`config.mk`:
```
export PLATFORM = sky130hd
export DESIGN_NAME = mini_c_token_lexer_unit
export DESIGN_NICKNAME = d
export VERILOG_FILES = /design/src/design/mctl_pkg.sv /design/src/design/mctl_front.sv /design/src/design/mctl_queue.sv /design/src/design/mctl_back.sv /design/src/design/mini_c_token_lexer_unit.sv
export VERILOG_INCLUDE_DIRS = /design/src /design/src/design
export SDC_FILE = /design/constraint.sdc
export NUM_CORES = 1
export LEC_CHECK = 0
export BUFFER_PORTS_ARGS = -buffer_cell sky130_fd_sc_hd__buf_4
export CAP_MARGIN = 20
export CORE_MARGIN = 3
export CORE_UTILIZATION = 40
export CTS_CLUSTER_DIAMETER = 50
export CTS_CLUSTER_SIZE = 40
export DETAILED_ROUTE_END_ITERATION = 10
export PLACE_DENSITY = 0.62
export RECOVER_POWER = 100
export SYNTH_ARGS = -nofsm -noshare
export SYNTH_HDL_FRONTEND = slang
export SYNTH_SLANG_ARGS = --single-unit
export TNS_END_PERCENT = 20
```
`constraint.sdc`:
```
create_clock -name clk_i -period 7.1 [get_ports clk_i]
set_input_delay 0.355 -clock clk_i [delete_from_list [all_inputs] [get_ports clk_i]]
set_output_delay 0.355 -clock clk_i [all_outputs]
set_load 0.005 [all_outputs]
```
`src/design/assert_macros.svh`:
```
// Assertion macros used by the lexer back end.
`ifndef ASSERT_MACROS_SVH
`define ASSERT_MACROS_SVH
`ifndef SYNTH
// Property must hold at every clock edge outside reset.
`define MCTL_ASSERT(lbl, clk, rst_n, prop) \
  lbl: assert property (@(posedge clk) disable iff (!rst_n) (prop)) \
    else $error("mctl assertion failed");
// Condition must never be seen at a clock edge outside reset.
`define MCTL_NEVER(lbl, clk, rst_n, cond) \
  lbl: assert property (@(posedge clk) disable iff (!rst_n) !(cond)) \
    else $error("mctl forbidden condition seen");
`else
`define MCTL_ASSERT(lbl, clk, rst_n, prop)
`define MCTL_NEVER(lbl, clk, rst_n, cond)
`endif
`endif

```
`src/design/mctl_pkg.sv`:
```
// Shared types, codes and constants of the mini C token lexer.
`default_nettype none
package mctl_pkg;

  localparam int unsigned BUFFER_LEN_DEF = 32;
  localparam int unsigned QUEUE_DEPTH    = 4;

  typedef enum logic [3:0] {
    TT_INT     = 4'd0,
    TT_IDENT   = 4'd1,
    TT_NUMBER  = 4'd2,
    TT_ASSIGN  = 4'd3,
    TT_PLUS    = 4'd4,
    TT_MINUS   = 4'd5,
    TT_IF      = 4'd6,
    TT_LPAREN  = 4'd8,
    TT_RPAREN  = 4'd9,
    TT_SEMI    = 4'd10,
    TT_END     = 4'd11,
    TT_UNKNOWN = 4'd12
  } token_type_e;

  typedef enum logic [1:0] {
    MODE_IDLE,
    MODE_WORD,
    MODE_NUMBER
  } lex_mode_e;

  typedef enum logic [0:0] {
    B_IDLE,
    B_REPLAY
  } back_state_e;

  typedef enum logic [2:0] {
    OP_START,
    OP_APPEND,
    OP_FLUSH,
    OP_SINGLE,
    OP_END
  } cmd_op_e;

  typedef struct packed {
    cmd_op_e     op;
    token_type_e ttype;
    logic [7:0]  chr;
  } cmd_t;

  localparam logic [7:0] CH_EQ     = 8'h3D;
  localparam logic [7:0] CH_PLUS   = 8'h2B;
  localparam logic [7:0] CH_MINUS  = 8'h2D;
  localparam logic [7:0] CH_LPAREN = 8'h28;
  localparam logic [7:0] CH_RPAREN = 8'h29;
  localparam logic [7:0] CH_SEMI   = 8'h3B;
  localparam logic [7:0] CH_I      = 8'h69;
  localparam logic [7:0] CH_N      = 8'h6E;
  localparam logic [7:0] CH_T      = 8'h74;
  localparam logic [7:0] CH_F      = 8'h66;

endpackage
`default_nettype wire

```
`src/design/mctl_front.sv`:
```
// Front end: accepts source bytes, tracks the lexer mode and issues commands.
`default_nettype none
module mctl_front (
  input  logic           clk_i,
  input  logic           rst_ni,
  input  logic           in_valid_i,
  output logic           in_stall_o,
  input  logic [7:0]     input_byte_i,
  input  logic           end_of_input_i,
  output logic           push_o,
  output mctl_pkg::cmd_t cmd_o,
  input  logic           full_i
);
  import mctl_pkg::*;

  lex_mode_e  mode_q, mode_d;
  logic [1:0] cnt_q, cnt_d;
  cmd_t       cmd_a_q, cmd_a_d;
  cmd_t       cmd_b_q, cmd_b_d;

  logic       accept;
  logic       pushed;
  logic       c_ws, c_letter, c_digit;
  logic       idle_valid;
  cmd_t       idle_cmd;
  lex_mode_e  idle_mode;
  token_type_e single_type;
  logic [1:0] new_cnt;
  cmd_t       new_a, new_b;
  lex_mode_e  new_mode;

  always_comb begin
    c_ws     = input_byte_i inside {8'd32, [8'd9:8'd13]};
    c_letter = input_byte_i inside {[8'd65:8'd90], [8'd97:8'd122]};
    c_digit  = input_byte_i inside {[8'd48:8'd57]};
  end

  // What a byte does when no word or number is pending.
  always_comb begin
    case (input_byte_i)
      CH_EQ:     single_type = TT_ASSIGN;
      CH_PLUS:   single_type = TT_PLUS;
      CH_MINUS:  single_type = TT_MINUS;
      CH_LPAREN: single_type = TT_LPAREN;
      CH_RPAREN: single_type = TT_RPAREN;
      CH_SEMI:   single_type = TT_SEMI;
      default:   single_type = TT_UNKNOWN;
    endcase
    idle_cmd.chr   = input_byte_i;
    idle_cmd.ttype = single_type;
    idle_cmd.op    = OP_SINGLE;
    idle_valid     = 1'b1;
    idle_mode      = MODE_IDLE;
    if (c_ws) begin
      idle_valid = 1'b0;
    end else if (c_letter) begin
      idle_cmd.op = OP_START;
      idle_mode   = MODE_WORD;
    end else if (c_digit) begin
      idle_cmd.op = OP_START;
      idle_mode   = MODE_NUMBER;
    end
  end

  // Next mode and the commands that the accepted byte causes.
  always_comb begin
    new_a       = idle_cmd;
    new_b       = idle_cmd;
    new_cnt     = {1'b0, idle_valid};
    new_mode    = idle_mode;
    new_a.op    = OP_FLUSH;
    new_a.ttype = (mode_q == MODE_NUMBER) ? TT_NUMBER : TT_IDENT;
    if (end_of_input_i) begin
      new_b.op    = OP_END;
      new_b.ttype = TT_END;
      new_b.chr   = 8'h00;
      new_mode    = MODE_IDLE;
      if (mode_q == MODE_IDLE) begin
        new_a   = new_b;
        new_cnt = 2'd1;
      end else begin
        new_cnt = 2'd2;
      end
    end else begin
      case (mode_q)
        MODE_WORD, MODE_NUMBER: begin
          if (c_digit || (c_letter && mode_q == MODE_WORD)) begin
            new_a.op  = OP_APPEND;
            new_a.chr = input_byte_i;
            new_cnt   = 2'd1;
            new_mode  = mode_q;
          end else begin
            new_cnt = 2'd1 + {1'b0, idle_valid};
          end
        end
        default: begin
          new_a = idle_cmd;
        end
      endcase
    end
  end

  always_comb begin
    mode_d  = mode_q;
    cnt_d   = cnt_q;
    cmd_a_d = cmd_a_q;
    cmd_b_d = cmd_b_q;
    if (accept) begin
      mode_d  = new_mode;
      cnt_d   = new_cnt;
      cmd_a_d = new_a;
      cmd_b_d = new_b;
    end else if (pushed) begin
      cnt_d   = cnt_q - 2'd1;
      cmd_a_d = cmd_b_q;
    end
  end

  always_comb begin
    in_stall_o = (cnt_q != 2'd0);
    accept     = in_valid_i && !in_stall_o;
    push_o     = (cnt_q != 2'd0);
    pushed     = push_o && !full_i;
    cmd_o      = cmd_a_q;
  end

  always_ff @(posedge clk_i or negedge rst_ni) begin
    if (!rst_ni) begin
      mode_q <= MODE_IDLE;
      cnt_q  <= 2'd0;
    end else begin
      mode_q <= mode_d;
      cnt_q  <= cnt_d;
    end
  end

  always_ff @(posedge clk_i) begin
    cmd_a_q <= cmd_a_d;
    cmd_b_q <= cmd_b_d;
  end

endmodule
`default_nettype wire

```
`src/design/mctl_queue.sv`:
```
// Command queue between the front end and the token emitter.
`default_nettype none
module mctl_queue #(
  parameter int unsigned DEPTH = mctl_pkg::QUEUE_DEPTH
) (
  input  logic           clk_i,
  input  logic           rst_ni,
  input  logic           push_i,
  input  mctl_pkg::cmd_t cmd_i,
  output logic           full_o,
  input  logic           pop_i,
  output mctl_pkg::cmd_t cmd_o,
  output logic           empty_o
);
  import mctl_pkg::*;

  localparam int unsigned PW = (DEPTH > 1) ? $clog2(DEPTH) : 1;
  localparam int unsigned CW = $clog2(DEPTH + 1);

  cmd_t          slots_q [DEPTH];
  logic [PW-1:0] wr_q, wr_d, rd_q, rd_d;
  logic [CW-1:0] count_q, count_d;
  logic          do_push, do_pop;

  always_comb begin
    full_o  = (count_q == CW'(DEPTH));
    empty_o = (count_q == '0);
    do_push = push_i && !full_o;
    do_pop  = pop_i && !empty_o;
    cmd_o   = slots_q[rd_q];
    wr_d    = wr_q;
    rd_d    = rd_q;
    count_d = count_q;
    if (do_push) begin
      wr_d = (wr_q == PW'(DEPTH - 1)) ? '0 : wr_q + PW'(1);
    end
    if (do_pop) begin
      rd_d = (rd_q == PW'(DEPTH - 1)) ? '0 : rd_q + PW'(1);
    end
    if (do_push && !do_pop) begin
      count_d = count_q + CW'(1);
    end else if (do_pop && !do_push) begin
      count_d = count_q - CW'(1);
    end
  end

  always_ff @(posedge clk_i or negedge rst_ni) begin
    if (!rst_ni) begin
      wr_q    <= '0;
      rd_q    <= '0;
      count_q <= '0;
    end else begin
      wr_q    <= wr_d;
      rd_q    <= rd_d;
      count_q <= count_d;
    end
  end

  always_ff @(posedge clk_i) begin
    if (do_push) begin
      slots_q[wr_q] <= cmd_i;
    end
  end

endmodule
`default_nettype wire

```
`src/design/mctl_back.sv`:
```
// Back end: holds the token text, classifies words and emits character beats.
`default_nettype none
`include "assert_macros.svh"
module mctl_back #(
  parameter int unsigned BUFFER_LEN = mctl_pkg::BUFFER_LEN_DEF
) (
  input  logic           clk_i,
  input  logic           rst_ni,
  input  logic           q_empty_i,
  input  mctl_pkg::cmd_t q_cmd_i,
  output logic           q_pop_o,
  output logic           out_valid_o,
  input  logic           out_stall_i,
  output logic [3:0]     token_type_o,
  output logic [7:0]     text_char_o,
  output logic [5:0]     char_index_o,
  output logic           last_of_token_o
);
  import mctl_pkg::*;

  localparam int unsigned STORE_DEPTH = BUFFER_LEN - 1;
  localparam int unsigned AW = $clog2(STORE_DEPTH);
  localparam int unsigned LW = $clog2(BUFFER_LEN);

  back_state_e   state_q, state_d;
  logic [LW-1:0] len_q, len_d;
  logic [AW-1:0] idx_q, idx_d;
  token_type_e   tok_q, tok_d;
  logic          m0_q, m0_d, m1n_q, m1n_d, m1f_q, m1f_d, m2t_q, m2t_d;

  logic [7:0]    store_q [STORE_DEPTH];
  logic [7:0]    rd_data_q;
  logic [AW-1:0] rd_addr, wr_addr;
  logic          wr_en;

  logic          out_valid_q;
  token_type_e   out_type_q, out_type_d;
  logic [7:0]    out_char_q, out_char_d;
  logic [5:0]    out_idx_q, out_idx_d;
  logic          out_last_q, out_last_d;
  logic          load_out;

  logic          slot_free;
  logic [LW:0]   idx_inc;
  logic          last;
  logic          room;
  token_type_e   word_type;

  always_comb begin
    slot_free = !out_valid_q || !out_stall_i;
    idx_inc   = (LW + 1)'(idx_q) + (LW + 1)'(1);
    last      = (idx_inc == (LW + 1)'(len_q));
    room      = (len_q < LW'(STORE_DEPTH));
    if (q_cmd_i.ttype == TT_NUMBER) begin
      word_type = TT_NUMBER;
    end else if (len_q == LW'(3) && m0_q && m1n_q && m2t_q) begin
      word_type = TT_INT;
    end else if (len_q == LW'(2) && m0_q && m1f_q) begin
      word_type = TT_IF;
    end else begin
      word_type = TT_IDENT;
    end
  end

  // Next state.
  always_comb begin
    state_d = state_q;
    case (state_q)
      B_IDLE: begin
        if (!q_empty_i && q_cmd_i.op == OP_FLUSH) begin
          state_d = B_REPLAY;
        end
      end
      B_REPLAY: begin
        if (slot_free && last) begin
          state_d = B_IDLE;
        end
      end
      default: state_d = B_IDLE;
    endcase
  end

  // Datapath controls.
  always_comb begin
    q_pop_o    = 1'b0;
    wr_en      = 1'b0;
    wr_addr    = len_q[AW-1:0];
    rd_addr    = idx_q;
    load_out   = 1'b0;
    len_d      = len_q;
    idx_d      = idx_q;
    tok_d      = tok_q;
    m0_d       = m0_q;
    m1n_d      = m1n_q;
    m1f_d      = m1f_q;
    m2t_d      = m2t_q;
    out_type_d = q_cmd_i.ttype;
    out_char_d = q_cmd_i.chr;
    out_idx_d  = 6'd0;
    out_last_d = 1'b1;
    case (state_q)
      B_IDLE: begin
        if (!q_empty_i) begin
          case (q_cmd_i.op)
            OP_START: begin
              q_pop_o = 1'b1;
              wr_en   = 1'b1;
              wr_addr = '0;
              len_d   = LW'(1);
              m0_d    = (q_cmd_i.chr == CH_I);
              m1n_d   = 1'b0;
              m1f_d   = 1'b0;
              m2t_d   = 1'b0;
            end
            OP_APPEND: begin
              q_pop_o = 1'b1;
              if (room) begin
                wr_en = 1'b1;
                len_d = len_q + LW'(1);
                if (len_q == LW'(1)) begin
                  m1n_d = (q_cmd_i.chr == CH_N);
                  m1f_d = (q_cmd_i.chr == CH_F);
                end
                if (len_q == LW'(2)) begin
                  m2t_d = (q_cmd_i.chr == CH_T);
                end
              end
            end
            OP_FLUSH: begin
              // Start the replay with a read of the first character.
              q_pop_o = 1'b1;
              tok_d   = word_type;
              idx_d   = '0;
              rd_addr = '0;
            end
            OP_SINGLE, OP_END: begin
              if (slot_free) begin
                q_pop_o  = 1'b1;
                load_out = 1'b1;
              end
            end
            default: begin
              q_pop_o = 1'b1;
            end
          endcase
        end
      end
      B_REPLAY: begin
        out_type_d = tok_q;
        out_char_d = rd_data_q;
        out_idx_d  = 6'(idx_q);
        out_last_d = last;
        if (slot_free) begin
          load_out = 1'b1;
          if (!last) begin
            idx_d   = idx_inc[AW-1:0];
            rd_addr = idx_inc[AW-1:0];
          end
        end
      end
      default: begin
      end
    endcase
  end

  always_ff @(posedge clk_i or negedge rst_ni) begin
    if (!rst_ni) begin
      state_q     <= B_IDLE;
      len_q       <= '0;
      idx_q       <= '0;
      out_valid_q <= 1'b0;
    end else begin
      state_q <= state_d;
      len_q   <= len_d;
      idx_q   <= idx_d;
      if (load_out) begin
        out_valid_q <= 1'b1;
      end else if (!out_stall_i) begin
        out_valid_q <= 1'b0;
      end
    end
  end

  always_ff @(posedge clk_i) begin
    tok_q <= tok_d;
    m0_q  <= m0_d;
    m1n_q <= m1n_d;
    m1f_q <= m1f_d;
    m2t_q <= m2t_d;
    if (load_out) begin
      out_type_q <= out_type_d;
      out_char_q <= out_char_d;
      out_idx_q  <= out_idx_d;
      out_last_q <= out_last_d;
    end
  end

  // Text store with a registered read port.
  always_ff @(posedge clk_i) begin
    if (wr_en) begin
      store_q[wr_addr] <= q_cmd_i.chr;
    end
    rd_data_q <= store_q[rd_addr];
  end

  always_comb begin
    out_valid_o     = out_valid_q;
    token_type_o    = out_type_q;
    text_char_o     = out_char_q;
    char_index_o    = out_idx_q;
    last_of_token_o = out_last_q;
  end

  `MCTL_ASSERT(a_replay_idx_range, clk_i, rst_ni, (state_q == B_REPLAY) |-> (LW'(idx_q) < len_q))
  `MCTL_NEVER(a_no_pop_in_replay, clk_i, rst_ni, (state_q == B_REPLAY) && q_pop_o)
  `MCTL_NEVER(a_len_in_range, clk_i, rst_ni, len_q > LW'(STORE_DEPTH))
  `MCTL_ASSERT(a_replay_has_text, clk_i, rst_ni, $rose(state_q == B_REPLAY) |-> (len_q != '0))

endmodule
`default_nettype wire

```
`src/design/mini_c_token_lexer_unit.sv`:
```
// Top level of the mini C token lexer: front end, command queue, emitter.
//
//   Channel | Direction | Handshake                | Payload
//   input   | in        | in_valid_i / in_stall_o  | input_byte_i, end_of_input_i
//   result  | out       | out_valid_o / out_stall_i| token_type_o, text_char_o,
//           |           |                          | char_index_o, last_of_token_o
//
// An item is taken and then held off while its queue commands are pushed, one per cycle
// while the queue has room: one command per item, none for whitespace, plus a flush when
// the item ends a word or number. The emitter stores each word or number character; for
// a finished token it first reads the first character, then replays the token at one beat
// per cycle unless the result is stalled.
// Reset is asynchronous and clears only control state; a result stall holds the emitter.
`default_nettype none
module mini_c_token_lexer_unit #(
  parameter int unsigned BUFFER_LEN  = mctl_pkg::BUFFER_LEN_DEF,
  parameter int unsigned QUEUE_DEPTH = mctl_pkg::QUEUE_DEPTH
) (
  input  logic       clk_i,
  input  logic       rst_ni,
  input  logic       in_valid_i,
  output logic       in_stall_o,
  input  logic [7:0] input_byte_i,
  input  logic       end_of_input_i,
  output logic       out_valid_o,
  input  logic       out_stall_i,
  output logic [3:0] token_type_o,
  output logic [7:0] text_char_o,
  output logic [5:0] char_index_o,
  output logic       last_of_token_o
);
  import mctl_pkg::*;

  logic push, full, pop, empty;
  cmd_t push_cmd, pop_cmd;

  mctl_front u_front (
    .clk_i          (clk_i),
    .rst_ni         (rst_ni),
    .in_valid_i     (in_valid_i),
    .in_stall_o     (in_stall_o),
    .input_byte_i   (input_byte_i),
    .end_of_input_i (end_of_input_i),
    .push_o         (push),
    .cmd_o          (push_cmd),
    .full_i         (full)
  );

  mctl_queue #(
    .DEPTH (QUEUE_DEPTH)
  ) u_queue (
    .clk_i   (clk_i),
    .rst_ni  (rst_ni),
    .push_i  (push),
    .cmd_i   (push_cmd),
    .full_o  (full),
    .pop_i   (pop),
    .cmd_o   (pop_cmd),
    .empty_o (empty)
  );

  mctl_back #(
    .BUFFER_LEN (BUFFER_LEN)
  ) u_back (
    .clk_i           (clk_i),
    .rst_ni          (rst_ni),
    .q_empty_i       (empty),
    .q_cmd_i         (pop_cmd),
    .q_pop_o         (pop),
    .out_valid_o     (out_valid_o),
    .out_stall_i     (out_stall_i),
    .token_type_o    (token_type_o),
    .text_char_o     (text_char_o),
    .char_index_o    (char_index_o),
    .last_of_token_o (last_of_token_o)
  );

endmodule
`default_nettype wire
```
# Word-level counts from Yosys, hierarchy flattened
# Memory sizes are Yosys's and may differ from the RTL's. A register that Yosys moved wholly into a read port is not among the register bits.
# Cells that the tools add are included.
[classes]
addsub = 8
magnitude_cmp = 9
n_eq_ne = 30
muxes = 72
bitwise_logic = 2
n_reduce_logical = 44
[op_table]
columns = ["cell", "count"]
rows = [
  ["two-way mux 15 bit", 4],
  ["== test 8 x 6 -> 1 bit (second input constant)", 7],
  ["two-way mux 5 bit", 8],
  ["two-way mux 2 bit", 18],
  ["== test 8 x 7 -> 1 bit (second input constant)", 4],
  ["two-way mux 1 bit", 24],
  ["one-hot mux 4 bit (6 select lines)", 1],
  ["one-hot mux 5 bit (2 select lines)", 2],
  ["two-way mux 3 bit", 6],
  ["logical AND 1 bit", 17],
  [">= comparator 8 x 7 -> 1 bit (second input constant)", 2],
  ["less-or-equal comparator 8 x 7 -> 1 bit (second input constant)", 2],
  ["one-hot mux 1 bit (2 select lines)", 6],
  ["nonzero test 2 bit", 6],
  ["== test 5 x 2 -> 1 bit (second input constant)", 2],
  ["AND reduction 5 bit", 2],
  [">= comparator 8 x 4 -> 1 bit (second input constant)", 1],
  [">= comparator 8 x 6 -> 1 bit (second input constant)", 1],
  ["less-or-equal comparator 8 x 4 -> 1 bit (second input constant)", 1],
  ["less-or-equal comparator 8 x 6 -> 1 bit (second input constant)", 1],
  ["two-way mux 4 bit", 2],
  ["two-way mux 8 bit", 1],
  ["inequality test 2 x 1 -> 1 bit (second input constant)", 4],
  ["logical NOT 1 bit", 7],
  ["other kinds (25)", 36],
]
[totals]
ff_bits = 79
ramBits = 308
out_inout_bits = 21
word_cells = 193
mem_count = 2
[memory_table]
columns = ["name", "depth", "word_bits", "read_ports", "rd_clocked_by_memory_dff", "write_ports", "line_no", "rtl"]
rows = [
  ["u_back.store_q", 31, 8, 1, 1, 1, "mctl_back.sv:31", "logic [7:0] store_q [STORE_DEPTH];"],
  ["u_queue.slots_q", 4, 15, 1, 0, 1, "mctl_queue.sv:20", "cmd_t slots_q [DEPTH];"],
]

# Logic depth before layout (Yosys ltp)
[depth]
depth_word = 10
depth_mapped = 14
mapped_depth_nobuf = 11

# Cells and area by module
# Synthesis repeated with hierarchy kept, for this count alone.
[hier_totals]
cells_unflattened = 1072
area_unflattened_um2 = 16344.4
[modules_own_cells]
columns = ["module", "instances", "cells_per_inst", "area_each_um2", "seq_area_each_um2"]
rows = [
  ["mctl_back", 1, 801, 11976.5, 8658.3],
  ["mctl_queue", 1, 116, 2628.8, 1976.9],
  ["mctl_front", 1, 155, 1739.2, 970.9],
]

# Worst setup path after synthesis
# Ideal clock, no wire load.
[synth_timing]
kind = "register -> register"
from = "register u_queue.rd_q[0]"
to = "register u_back.rd_data_q[3] (read register of u_back.store_q)"
setup_ns = 0.116
arrival_time_ns = 2.991
t_required_ns = 6.984
setup_slack_ns = 3.993
path_stages_with_launch = 13
n_path_buf = 3
period_less_slack_ns = 3.107
path_cell_list = "dfrtp_1 buf_6 mux4_2 or3b_1 o21a_1 a21boi_1 buf_6 nor2_8 buf_6 mux2_1 a221oi_1 nor4_1 and4_1"
[synth_between]
elab_chain_len = 5
[synth_lines]
columns = ["item", "line_no", "rtl"]
rows = [
  ["from (decl)", "mctl_queue.sv:21", "logic [PW-1:0] wr_q, wr_d, rd_q, rd_d;"],
  ["from (signal assigned)", "mctl_queue.sv:54", "rd_q <= rd_d;"],
  ["memory read (4 x 15 bit)", "n/a", ""],
  ["== test 3 x 2 -> 1 bit", "mctl_back.sv:104", "case (q_cmd_i.op)"],
  ["two-way mux 5 bit", "mctl_back.sv:104", ""],
  ["two-way mux 5 bit", "n/a", ""],
  ["one-hot mux 5 bit (2 select lines)", "mctl_back.sv:101", "case (state_q)"],
  ["to (decl)", "mctl_back.sv:32", "logic [7:0] rd_data_q;"],
]
# No other way between the ends.
# A chain may end at the register's enable or synchronous reset.

# Worst setup path after layout
[layout_timing]
from = "register u_back.state_q"
to = "register u_back.rd_data_q[5] (read register of u_back.store_q)"
[layout_between]
elab_chain_len = 2
[layout_lines]
columns = ["item", "line_no", "rtl"]
rows = [
  ["from (decl)", "mctl_back.sv:25", "back_state_e state_q, state_d;"],
  ["from (signal assigned)", "mctl_back.sv:173", "state_q <= state_d;"],
  ["NOT 1 bit (no line)", "n/a", ""],
  ["one-hot mux 5 bit (2 select lines) *", "mctl_back.sv:101", ""],
  ["named net u_back.idx_d[4]", "mctl_back.sv:27", "logic [AW-1:0] idx_q, idx_d;"],
]
# Mark *: on every way through the listed nets, which the timed path passes. The rest lies on a longest branch.

==> flow_summary.toml <==
[synthesis]
synth_flop_cell = "edfxtp_1"
yosysWarningCount = 0
synth-edff-count = 362
synth.avg_cell_area_um2 = 13.5
ys_seq_area_share_pct = 67.8
async_flop_share_pct = 5.85
syn_area_um2 = 17100
syn_nets = 1298
synth_cells = 1269
ys_types = 75
ys_ff_latch = 393

[drt]
vias = 11000
remaining_drc_errors = 0
ant_nets = 0
viasPerCell = 5.99
wl_um = 43500
avgRoutedWirePerCell_um = 23.6
drt_iter0_drc = 1332
drtPass1Iterations = 7

[floorplanning]
die_area_um2 = 45300
die_width_um = 213
initial_utilization_pct = 40.6
num_rows = 75
die_h_um = 213
fp.coreArea_um2 = 42100
io_pins = 34

[sta]
fin_crit_sh_pct = 79.3
relSlewSlack_pct = -77.9
timing.final.crit_period_ps = 5630
finalWorstSetupSlack_ps = 1470
fin_skew_ps = 21.8
whs_ps = 160
tightestPinTransition_ps = 2670
rsz0062_at_grt = "no"
slew_viol_final = 130
hold_violations = 0
final.setup.tns_ps = 0
final-setup-viol-count = 0
fmax_mhz = 178

[pwr]
cellPowerDensity_nw_per_um2 = 489
vdd_ir_drop_max_v = 0.000299
power_mw = 9.33
leakage_nw = 6.35

[critical_path]
crit_path_start_kind = "flip-flop"
rrSetupSlack_ps = 1470
critical_path_class = "flip-flop to flip-flop"
arrival_ps = 6060
crit-reg2reg-launch = "u_back.state_q"
worst_setup_path_end_kind = "flip-flop"
crit_fanout = 47
rr_worst_depth = 10
crit_required_ps = 7530
reg2reg_to = "u_back.rd_data_q[5]"

[placement]
gp_congestion = 0.849
numPortBuffers = 32
hpwlAfterDp_um = 27000
pre_cts_slack_ps = 2110

[clock_network]
clkTransAtPathRegs_ps = 90
cts-root-buf = "clkbuf_16"
numClockSinks = 393
clock_path_buffers = 3
post_cts_buffers = 0
htree_levels = 2
cts-buffers-inserted = 38
clkLatencyLatePin_ps = 540
cts_tree = "yes"

[layout]
layout-drive-gt1-share_pct = 12.0
final_cell_mix = "edfxtp_1 (362), nand2_1 (107), nor2_1 (76)"
final_common_cell = "edfxtp_1"
fin_nets = 1303
antennaDiodeCount = 0
final_core_util_pct = 45.3
synthToLayoutAreaGrowth_pct = 11.5

[global_route]
grt_max_degree = 83
antenna_found_initial = 0
grt_pass1_wl_um = 65800
grt-ovfl-total = 0
grt_pass1_vias = 10900
track_usage_pct = 19.0

[flow_run]
drv_cap = 3

[status]
outcome = "finished with violations"
violations = "capacitance limit, slew limit"

[hold_path]
whs_path_depth = 2
whs_endpoint = "u_front.cmd_o[6]"
hold_path.class = "input port to flip-flop"
hold_path.startpoint = "input_byte_i[6]"
==> final cells by class <==
cell class,instances,area (µm²)
Tap cell,539,674
Clock buffer,40,990
Multi-Input combinational cell,763,5060
Fill cell,3715,23000
Timing Repair Buffer,51,357
Sequential cell,393,11600
Clock inverter,29,307
Inverter,27,101
==> kinds of logic (layout without fill, tap and decap cells) <==
group                      Yosys count  count (layout)  synth area share (%)
AOI/OAI and AO/OA                  299             299                  12.9
xor gates and xnor gates            12              12                 0.702
adders and majority gates           16              16                  1.21
buffers and inverters              113             147                  2.76
DFF                                393             393                  67.8
muxes                               29              29                  2.82
other                                1               1                0.0219
and+or+nand+nor                    406             406                  11.8
==> through the flow <==
stage / cells / instance area [µm²]
finish: 1842 / 19100
global route: 1842 / 19100
floorplan: 1269 / 17100
detailed placement: 1770 / 17800
global placement: 1768 / 17800
CTS: 1840 / 19100
==> routing by layer <==
| metal | vias to the layer above | share of wire [%] | track usage (%) |
|---|---|---|---|
| li1 | 4985 | - | - |
| met1 | 5544 | 42 | 25.5 |
| met2 | 422 | 49 | 31.7 |
| met3 | 75 | 6.8 | 3.57 |
| met4 | 0 | 2.4 | 5.44 |
| met5 | - | 0 | 0 |
==> synth_stat cells, drive strengths merged (23+ instances only) <==
master | number | area, µm²
dfrtp | 23 | 576
nand3 | 64 | 320
a22oi | 30 | 225
clkbuf | 61 | 229
nor3 | 50 | 265
edfxtp | 362 | 10900
a221oi | 43 | 412
a211oi | 24 | 180
buf | 25 | 141
a21oi | 47 | 235
inv | 26 | 97.6
nor2 | 79 | 315
o21ai | 44 | 220
nand2 | 107 | 402
a31oi | 27 | 169
==> timing repair <==
action / CTS / global route
hold buffers: 1 / 0
resized for setup: 0 / 0
endpoints found under the hold margin: 23 / 0
==> worst max path at each step <==
stage                         start                   to  slack [ps]  depth (start not counted)
floorplan           u_queue.rd_q[0]  u_back.rd_data_q[3]        3990                         12
global placement    u_queue.rd_q[0]  u_back.rd_data_q[2]        2220                         10
detailed placement  u_queue.rd_q[0]  u_back.rd_data_q[2]        2110                         10
CTS                 u_queue.rd_q[0]  u_back.rd_data_q[2]        2080                         10
global route         u_back.state_q  u_back.rd_data_q[5]        1030                         10
finish               u_back.state_q  u_back.rd_data_q[5]        1470                         10
==> flip-flops by register name (all words and copies together), names as in the netlist, 2 cells and up <==
name / flops
u_back.store_q: 248
u_queue.slots_q: 60
u_front.cmd_o: 15
u_front.cmd_b_q: 14
u_back.rd_data_q: 8
u_back.text_char_o: 8
u_back.char_index_o: 5
u_back.idx_q: 5
u_back.len_q: 5
u_back.token_type_o: 4
u_back.tok_q: 3
u_queue.count_q: 3
u_front.cnt_q: 2
u_front.mode_q: 2
u_queue.rd_q: 2
u_queue.wr_q: 2
==> worst max-delay path: stages, from the launching register on <==
cell      delay, ps
dfrtp_1         360
clkbuf_1       1280
inv_1           150
clkbuf_1       1080
nor4b_1         850
a221oi_4        150
inv_2           160
nand3_1         320
a221oi_1        740
nor4_1          170
and4_1          240
==> report_power, final <==
group	internal, mW	switching (mW)	leakage [nW]
clock network	1.08	0.981	0.630
registers	3.40	0.216	3.65
logic	1.15	2.50	2.06
No activity file was read; power rests on OpenSTA's default activity.
